$ cat src/rtl/ltkm_pkg.sv
// ----------------------------------------------------------------------------
// ltkm_pkg: shared constants for the loser tree k-way merge
// Widths of the item fields, tree dimensions, value limits and item modes.
// ----------------------------------------------------------------------------
package ltkm_pkg;

  // Tree dimensions: one leaf per source, one loser per internal node.
  localparam int unsigned WAYS   = 16;
  localparam int unsigned WAY_W  = $clog2(WAYS);
  localparam int unsigned NODE_W = $clog2(WAYS + 1);
  localparam int unsigned CNT_W  = 5;

  // Element values are signed two's complement.
  localparam int unsigned VAL_W = 32;
  localparam logic signed [VAL_W-1:0] END_VAL = {1'b0, {(VAL_W-1){1'b1}}};
  localparam logic signed [VAL_W-1:0] MIN_VAL = {1'b1, {(VAL_W-1){1'b0}}};

  // Item modes.
  localparam logic [1:0] MODE_LOAD   = 2'd0;
  localparam logic [1:0] MODE_BUILD  = 2'd1;
  localparam logic [1:0] MODE_REFILL = 2'd2;

endpackage

$ cat src/rtl/loser_tree_kway_merge_top.sv
// ----------------------------------------------------------------------------
// loser_tree_kway_merge_top: k-way merge of sorted runs through a loser tree
// Leaf heads and tree losers live in two synchronous memories; a small
// sequencer replays the tree one level at a time.
// ----------------------------------------------------------------------------
// Usage:
// Input beats carry mode, source, value and exhausted. A load beat stores
// the head of one source and gives no result. A build beat replays every
// active leaf and gives the first winner. A refill beat replaces the last
// winner's head (the end value when exhausted) and gives the next winner.
// A refill before any build, or whose winner lies beyond the way count, is
// dropped without a result.
// The way count is written on the configuration channel, which is always
// ready; write it only while no beat is in flight.
// Replay: a load is written straight into the leaf memory. A refill climbs
// the L tree levels above the winner's leaf (4 at sixteen ways); each level
// takes one loser read and one key read. A build replays every active leaf
// in turn, from the highest leaf down.
// The result sits in an output register, so the next input beat is taken
// while it waits; if the receiver stalls, a later result waits in the
// sequencer until the register frees up.
// Reset empties the tree (no winner), sets the way count to sixteen and
// needs no clearing pass; heads are undefined until loaded.
// ----------------------------------------------------------------------------
module loser_tree_kway_merge_top
  import ltkm_pkg::*;
(
  input  logic                    clk_i,
  input  logic                    rst_ni,
  // Input channel
  input  logic                    in_valid_i,
  output logic                    in_stall_o,
  input  logic [1:0]              mode_i,
  input  logic [WAY_W-1:0]        source_i,
  input  logic signed [VAL_W-1:0] value_i,
  input  logic                    exhausted_i,
  // Output channel
  output logic                    out_valid_o,
  input  logic                    out_stall_i,
  output logic signed [VAL_W-1:0] winner_value_o,
  output logic [WAY_W-1:0]        winner_source_o,
  output logic                    done_res_o,
  // Configuration channel
  input  logic                    cfg_valid_i,
  output logic                    cfg_ready_o,
  input  logic [CNT_W-1:0]        active_ways_i
);

  // Sequencer states.
  localparam logic [2:0] ST_IDLE  = 3'd0;
  localparam logic [2:0] ST_START = 3'd1;
  localparam logic [2:0] ST_LEAF  = 3'd2;
  localparam logic [2:0] ST_CMP   = 3'd3;
  localparam logic [2:0] ST_OUT   = 3'd4;

  logic [2:0]              state_q, state_d;
  logic [CNT_W-1:0]        ways_q;
  logic [CNT_W-1:0]        n_ways;
  logic [NODE_W-1:0]       leaf_cnt_q, leaf_cnt_d;
  logic [WAY_W-1:0]        par_q, par_d;
  logic [NODE_W-1:0]       cur_idx_q, cur_idx_d;
  logic signed [VAL_W-1:0] cur_val_q, cur_val_d;
  logic [NODE_W-1:0]       loser_q, loser_d;
  logic                    build_q, build_d;
  logic                    first_q, first_d;
  logic [NODE_W-1:0]       winner_q, winner_d;

  // Leaf memory ports.
  logic signed [VAL_W-1:0] leaf_mem [WAYS];
  logic                    leaf_we;
  logic [WAY_W-1:0]        leaf_waddr;
  logic signed [VAL_W-1:0] leaf_wdata;
  logic                    leaf_re;
  logic [WAY_W-1:0]        leaf_raddr;
  logic signed [VAL_W-1:0] leaf_rd_q;

  // Node memory ports and valid bits.
  logic [NODE_W-1:0]       node_mem [WAYS];
  logic [WAYS-1:0]         nv_q;
  logic                    nv_clear;
  logic                    node_we;
  logic                    node_re;
  logic [WAY_W-1:0]        node_raddr;
  logic [NODE_W-1:0]       node_rd_q;
  logic                    node_rv_q;

  // Output register.
  logic                    out_valid_q;
  logic                    out_load;
  logic signed [VAL_W-1:0] out_val_q;
  logic [WAY_W-1:0]        out_src_q;
  logic                    out_done_q;

  // Helper values.
  logic [CNT_W:0]          par_sum;
  logic [NODE_W-1:0]       cur_leaf_m1;
  logic [NODE_W-1:0]       loser_m1;
  logic [NODE_W-1:0]       win_m1;
  logic [NODE_W-1:0]       loser_now;
  logic signed [VAL_W-1:0] in_key;
  logic                    swap;
  logic                    fin;
  logic [WAY_W-1:0]        par_up;

  // Effective way count, clamped to one and to the tree size.
  always_comb begin
    if (ways_q == '0) begin
      n_ways = CNT_W'(1);
    end else if (ways_q > CNT_W'(WAYS)) begin
      n_ways = CNT_W'(WAYS);
    end else begin
      n_ways = ways_q;
    end
  end

  // The configuration register is always ready to take a beat.
  assign cfg_ready_o = 1'b1;

  always_ff @(posedge clk_i or negedge rst_ni) begin
    if (!rst_ni) begin
      ways_q <= CNT_W'(WAYS);
    end else if (cfg_valid_i) begin
      ways_q <= active_ways_i;
    end
  end

  // Parent of the replayed leaf and the address arithmetic of the leaves.
  assign par_sum     = {1'b0, leaf_cnt_q} + {1'b0, n_ways} - (CNT_W+1)'(1);
  assign cur_leaf_m1 = leaf_cnt_q - NODE_W'(1);
  assign win_m1      = winner_q - NODE_W'(1);
  assign loser_now   = node_rv_q ? node_rd_q : '0;
  assign loser_m1    = loser_now - NODE_W'(1);
  assign in_key      = exhausted_i ? END_VAL : value_i;
  assign par_up      = par_q >> 1;

  // The replayed entry loses when it ranks strictly above the stored loser.
  assign swap = (cur_idx_q != '0) && ((loser_q == '0) || (cur_val_q > leaf_rd_q));

  assign in_stall_o = (state_q != ST_IDLE);

  // Sequencer: takes input beats, issues memory reads, compares and writes back one level, and hands out the winner.
  always_comb begin
    state_d    = state_q;
    leaf_cnt_d = leaf_cnt_q;
    par_d      = par_q;
    cur_idx_d  = cur_idx_q;
    cur_val_d  = cur_val_q;
    loser_d    = loser_q;
    build_d    = build_q;
    first_d    = first_q;
    winner_d   = winner_q;
    leaf_we    = 1'b0;
    leaf_waddr = source_i;
    leaf_wdata = in_key;
    leaf_re    = 1'b0;
    leaf_raddr = cur_leaf_m1[WAY_W-1:0];
    node_re    = 1'b0;
    node_raddr = par_q;
    node_we    = 1'b0;
    nv_clear   = 1'b0;
    out_load   = 1'b0;
    fin        = 1'b0;

    unique case (state_q)
      ST_IDLE: begin
        if (in_valid_i) begin
          unique case (mode_i)
            MODE_LOAD: begin
              leaf_we = 1'b1;
            end
            MODE_BUILD: begin
              nv_clear   = 1'b1;
              leaf_cnt_d = NODE_W'(n_ways);
              build_d    = 1'b1;
              state_d    = ST_START;
            end
            MODE_REFILL: begin
              if (winner_q != '0 && winner_q <= NODE_W'(n_ways)) begin
                leaf_we    = 1'b1;
                leaf_waddr = win_m1[WAY_W-1:0];
                cur_val_d  = in_key;
                leaf_cnt_d = winner_q;
                build_d    = 1'b0;
                state_d    = ST_START;
              end
            end
            default: begin
            end
          endcase
        end
      end

      // Read the first loser on the path, and the leaf's own key in a build.
      ST_START: begin
        par_d      = par_sum[WAY_W:1];
        node_raddr = par_sum[WAY_W:1];
        node_re    = 1'b1;
        leaf_re    = build_q;
        cur_idx_d  = leaf_cnt_q;
        first_d    = build_q;
        state_d    = ST_LEAF;
      end

      // The loser index is back: fetch its key.
      ST_LEAF: begin
        if (first_q) begin
          cur_val_d = leaf_rd_q;
          first_d   = 1'b0;
        end
        if (par_q == '0) begin
          fin = 1'b1;
        end else begin
          loser_d    = loser_now;
          leaf_raddr = loser_m1[WAY_W-1:0];
          leaf_re    = (loser_now != '0);
          state_d    = ST_CMP;
        end
      end

      // Compare, write back the loser and move one level up.
      ST_CMP: begin
        if (swap) begin
          node_we   = 1'b1;
          cur_idx_d = loser_q;
          cur_val_d = leaf_rd_q;
        end
        par_d = par_up;
        if (par_up != '0) begin
          node_raddr = par_up;
          node_re    = 1'b1;
          state_d    = ST_LEAF;
        end else begin
          fin = 1'b1;
        end
      end

      // Hand the winner to the output register once it is free.
      ST_OUT: begin
        if (!out_valid_q || !out_stall_i) begin
          out_load = 1'b1;
          state_d  = ST_IDLE;
        end
      end

      default: begin
        state_d = ST_IDLE;
      end
    endcase

    // End of one leaf-to-root replay.
    if (fin) begin
      winner_d = cur_idx_d;
      if (build_q && leaf_cnt_q > NODE_W'(1)) begin
        leaf_cnt_d = leaf_cnt_q - NODE_W'(1);
        state_d    = ST_START;
      end else begin
        state_d = ST_OUT;
      end
    end
  end

  // Control registers.
  always_ff @(posedge clk_i or negedge rst_ni) begin
    if (!rst_ni) begin
      state_q  <= ST_IDLE;
      build_q  <= 1'b0;
      first_q  <= 1'b0;
      winner_q <= '0;
    end else begin
      state_q  <= state_d;
      build_q  <= build_d;
      first_q  <= first_d;
      winner_q <= winner_d;
    end
  end

  // Datapath registers.
  always_ff @(posedge clk_i) begin
    leaf_cnt_q <= leaf_cnt_d;
    par_q      <= par_d;
    cur_idx_q  <= cur_idx_d;
    cur_val_q  <= cur_val_d;
    loser_q    <= loser_d;
  end

  // Leaf memory: one write and one registered read per cycle.
  always_ff @(posedge clk_i) begin
    if (leaf_we) begin
      leaf_mem[leaf_waddr] <= leaf_wdata;
    end
    if (leaf_re) begin
      leaf_rd_q <= leaf_mem[leaf_raddr];
    end
  end

  // Node memory: a write at the current level, a read one level up.
  always_ff @(posedge clk_i) begin
    if (node_we) begin
      node_mem[par_q] <= cur_idx_q;
    end
    if (node_re) begin
      node_rd_q <= node_mem[node_raddr];
    end
  end

  // Node valid bits: an entry not yet written reads as the empty leaf.
  always_ff @(posedge clk_i or negedge rst_ni) begin
    if (!rst_ni) begin
      nv_q      <= '0;
      node_rv_q <= 1'b0;
    end else begin
      if (nv_clear) begin
        nv_q <= '0;
      end else if (node_we) begin
        nv_q[par_q] <= 1'b1;
      end
      if (node_re) begin
        node_rv_q <= nv_q[node_raddr];
      end
    end
  end

  // Source number of a leaf: leaf one is source zero.
  function automatic logic [WAY_W-1:0] cur_leaf_idx_m1(input logic [NODE_W-1:0] idx);
    logic [NODE_W-1:0] m1;
    m1 = idx - NODE_W'(1);
    return m1[WAY_W-1:0];
  endfunction

  // Output register: the empty leaf reports as the minimum value.
  always_ff @(posedge clk_i or negedge rst_ni) begin
    if (!rst_ni) begin
      out_valid_q <= 1'b0;
    end else if (out_load) begin
      out_valid_q <= 1'b1;
    end else if (!out_stall_i) begin
      out_valid_q <= 1'b0;
    end
  end

  always_ff @(posedge clk_i) begin
    if (out_load) begin
      out_val_q  <= (cur_idx_q == '0) ? MIN_VAL : cur_val_q;
      out_src_q  <= cur_leaf_idx_m1(cur_idx_q);
      out_done_q <= (cur_idx_q != '0) && (cur_val_q == END_VAL);
    end
  end

  assign out_valid_o     = out_valid_q;
  assign winner_value_o  = out_val_q;
  assign winner_source_o = out_src_q;
  assign done_res_o      = out_done_q;

endmodule

$ cat config.mk
export PLATFORM = sky130hd
export DESIGN_NAME = loser_tree_kway_merge_top
export DESIGN_NICKNAME = d
export VERILOG_FILES = /design/src/rtl/ltkm_pkg.sv /design/src/rtl/loser_tree_kway_merge_top.sv
export SDC_FILE = /design/constraint.sdc
export NUM_CORES = 1
export LEC_CHECK = 0
export BUFFER_PORTS_ARGS = -buffer_cell sky130_fd_sc_hd__buf_2
export CAP_MARGIN = 5
export CORE_MARGIN = 3
export CORE_UTILIZATION = 43
export CTS_CLUSTER_SIZE = 40
export DETAILED_ROUTE_END_ITERATION = 8
export PLACE_DENSITY_LB_ADDON = 0.15
export RECOVER_POWER = 25
export SETUP_SLACK_MARGIN = 0.1
export SYNTH_ARGS = -nofsm -noshare
export SYNTH_HDL_FRONTEND = slang
export SYNTH_SLANG_ARGS = --single-unit
$ cat constraint.sdc
create_clock -name clk_i -period 10 [get_ports clk_i]
set_clock_uncertainty 0.2 [all_clocks]
set_input_delay 0.5 -clock clk_i [delete_from_list [all_inputs] [get_ports clk_i]]
set_output_delay 0.5 -clock clk_i [all_outputs]
set_load 0.01 [all_outputs]
==> impl_metrics.csv <==
group,metric,value,unit
outcome,status,"finished with violations",
outcome,violations,"capacitance limit, slew limit",
critical_path,crit_buf_inv,1,
timing,tns,0,ps
global_routing,grt_pass1_wl,110000,µm
critical_path,start_kind,"flop",
critical_path,crit_type,"reg2reg",
global_routing,grtUsageTotal,0.199,
critical_path,cp-end-kind,"flop",
die,rows,98,
die,ios,89,
placement,hpwl,40700,µm
die,die_h,275,µm
critical_path,rrSetupSlack,4840,ps
synthesis,synth-xor-area-share,0.00365,
die,fp.dieW,275,µm
drt,routed_via_density,5.59,
timing,hold_viol,0,
critical_path,critical_path.max_fanout,62,
power,power,12200,µW
synthesis,synth_top_area_frac,0.681,
global_routing,grt_max_degree,63,
synthesis,synthAdderAreaFrac,0.0223,
final_layout,n_antenna_cell,0,
final_layout,areaGrowthSynthToFinish,13.3,%
placement,port_buffers,87,
critical_path,crit_family,"simple AND/OR/NAND/NOR gates",
timing,rsz0062_at_grt,"false",
drt,ant_nets,0,
synthesis,syn_nets,1843,
synthesis,synth_compound_area_frac,0.0374,
drt,drc_errors,0,
cts,cts.sinks,750,
synthesis,async_reset_ff_frac,0.0440,
final_layout,fill_cells,5965,
power,p_comb_frac,0.416,
final_layout,nNetsFinal,1983,
cts,htreeDepth,3,
critical_path,worst_r2r_path_depth,7,
power,cellPowerDensity,346,nW/µm²
die,die_area,75700,µm²
timing,period_needed,5160,ps
cts,clk_latency,610,ps
synthesis,ys_seq_area_frac,0.714,
cts,cts_setup_buffers,0,
global_routing,grt_pass1_vias,16562,
synthesis,ys.flop_type,"edfxtp_1",
cts,cts_buffer_depth,3,
power,ir_worst_vdd,0.461,mV
placement,gp_congestion,0.798,
synthesis,netlist_top_cells_area,"edfxtp_1, mux4_2, mux2i_1",
synthesis,netlist_top_cells_count,"edfxtp_1, mux4_2, mux2i_1",
final_layout,drive_gt1_frac,0.229,
cts,ctsResizeCount,0,
final_layout,final_area,35300,µm²
power,seqPwrFrac,0.352,
drt,wl_met2,37400,µm
synthesis,synthCells,1739,
drt,vias,16151,
critical_path,path_cells,"nand2b_4, or3_1, a21oi_4, buf_4, mux4_2, mux2i_1, mux2i_1",
timing,slew_viol_final,67,
critical_path,worst-path-stages,7,
die,initial_core_util,0.435,
power,switching_share,0.349,
synthesis,synth_mux_area_frac,0.142,
job,max-cap-violations,2,
synthesis,yosysMostFrequentCell,"edfxtp_1",
critical_path,crit_top_cell,"mux2i_1",
synthesis,ys.warnings.count,0,
drt,met1_length,31800,µm
critical_path,cp_slowest_stage_delay,930,ps
synthesis,synth-simple-area-share,0.0552,
drt,drt-total-wl,74100,µm
global_routing,gr-total-overflow,0,
power,p_int,7940,µW
cts,cts_buffers,78,
cts,cts_tree,"done",
timing,worst_pin_slew,2170,ps
synthesis,synth_edf_count,707,
cts,clkTransAtPathRegs,60,ps
critical_path,critPathRequiredTime,10120,ps
synthesis,ys_seq_elements,750,
drt,first_iter_violations,1304,
synthesis,syn_avg_cell_area,17.9,µm²
timing,period_share,0.516,
placement,placed_area,32700,µm²
synthesis,ys_types,71,
synthesis,syn_area,31200,µm²
power,clkPwrFrac,0.231,
drt,dr_wl_met3,3560,µm
power,power.net_switching,4260,µW
timing,fmax,0.194,GHz
cts,cts_root_buffer,"clkbuf_16",
hold_path,min_path_type,"in2reg",
hold_path,hold_path_depth,3,
global_routing,antenna_found_initial,2,
cts,ctsHoldBuffers,13,
timing,max_slew_margin,-0.450,
drt,firstDrtPassIters,5,
synthesis,synth_top_family_by_area,"multiplexers",
drt,topRoutingLayerUsed,"met4",
critical_path,arrival,5280,ps
timing,setup_viol,0,
critical_path,crit_slowest_cell,"a21oi_4",
die,core-area,71600,µm²
drt,wl_per_cell,25.6,µm
power,power.leakage,0.0120,µW
synthesis,yosysTopAreaCell,"edfxtp_1",
## sequential cells by signal, indices dropped and copies added (netlist names)
name	count
leaf_rd_q	32
first_q	1
node_rd_q	5
loser_q	5
winner_q	5
nv_q	16
winner_source_o	4
leaf_mem	512
ways_q	5
build_q	1
out_valid_o	1
cur_val_q	32
cur_idx_q	5
state_q	3
node_mem	80
node_rv_q	1
winner_value_o	32
done_res_o	1
leaf_cnt_q	5
par_q	4
## metrics by stage
stage          utilization  setup slack (ps)  instances  hold WS [ps]
2_1_floorplan            -              3640       1739          4.41
5_1_grt              0.493              4550       2891           172
3_3_place_gp         0.457              4950       2736           259
6_report             0.493              4840       2891           150
3_5_place_dp         0.457              4810       2736           266
4_1_cts              0.494              4800       2891           113
## layout by cell type, fill, tap and decap left out, drive strengths merged, types with 37 or more instances in the layout
cell	Yosys	layout
inv	60	61
edfxtp	707	707
nor2	56	56
mux2	39	39
mux4	128	128
nand2	101	101
clkbuf	37	106
ha	54	54
mux2i	104	104
buf	46	123
nor2b	37	37
## cells by family (layout without fill, tap and decap cells)
kind of cell	after synthesis	count (layout)
adder cells (fa/ha/maj)	55	55
flip-flops	750	750
multiplexers	271	271
AND/OR/NAND/NOR	340	340
AO/OA/AOI/OAI	165	165
buffers and inverters	144	346
other	1	1
XOR/XNOR	13	13
## area by class of cell
cell class / count / area (µm²) / area share
clock inverters: 43 / 367 / 0.0104
repair buffers: 143 / 867 / 0.0246
clock buffers: 99 / 2130 / 0.0602
multi-input cells: 845 / 8280 / 0.235
well taps: 950 / 1190 / 0.0337
inverters: 61 / 229 / 0.00648
flip-flops and latches: 750 / 22300 / 0.630
## worst reg2reg max path, cell delays in order, from the launching register on
cell and delay [ps]:
dfrtp_1 800, nand2b_4 560, or3_1 730, a21oi_4 930, buf_4 880, mux4_2 520
mux2i_1 160, mux2i_1 90
## power groups by stage
stage / logic [µW] / registers [µW] / clock network, µW
2_1_floorplan: 4170 / 4250 / 0
3_3_place_gp: 5120 / 4360 / 0
3_5_place_dp: 5170 / 4360 / 0
4_1_cts: 5200 / 4300 / 2890
5_1_grt: 5580 / 4340 / 3030
6_report: 5080 / 4300 / 2820
## final timing paths
kind / endpoint / from
max in group asynchronous: nv_q[1] / rst_ni
setup reg to reg: leaf_rd_q[6] / state_q[1]
hold reg to reg: nv_q[4] / nv_q[4]
setup / recovery: leaf_rd_q[6] / state_q[1]
hold / removal: build_q / mode_i[1]
min in group asynchronous: ways_q[0] / rst_ni
## metal layers
metal	GRT usage	vias up
li1	-	7188
met1	0.273	8460
met2	0.334	415
met3	0.0288	88
met4	0.0557	0
met5	0	-
Power figures use the tool's default switching activity.
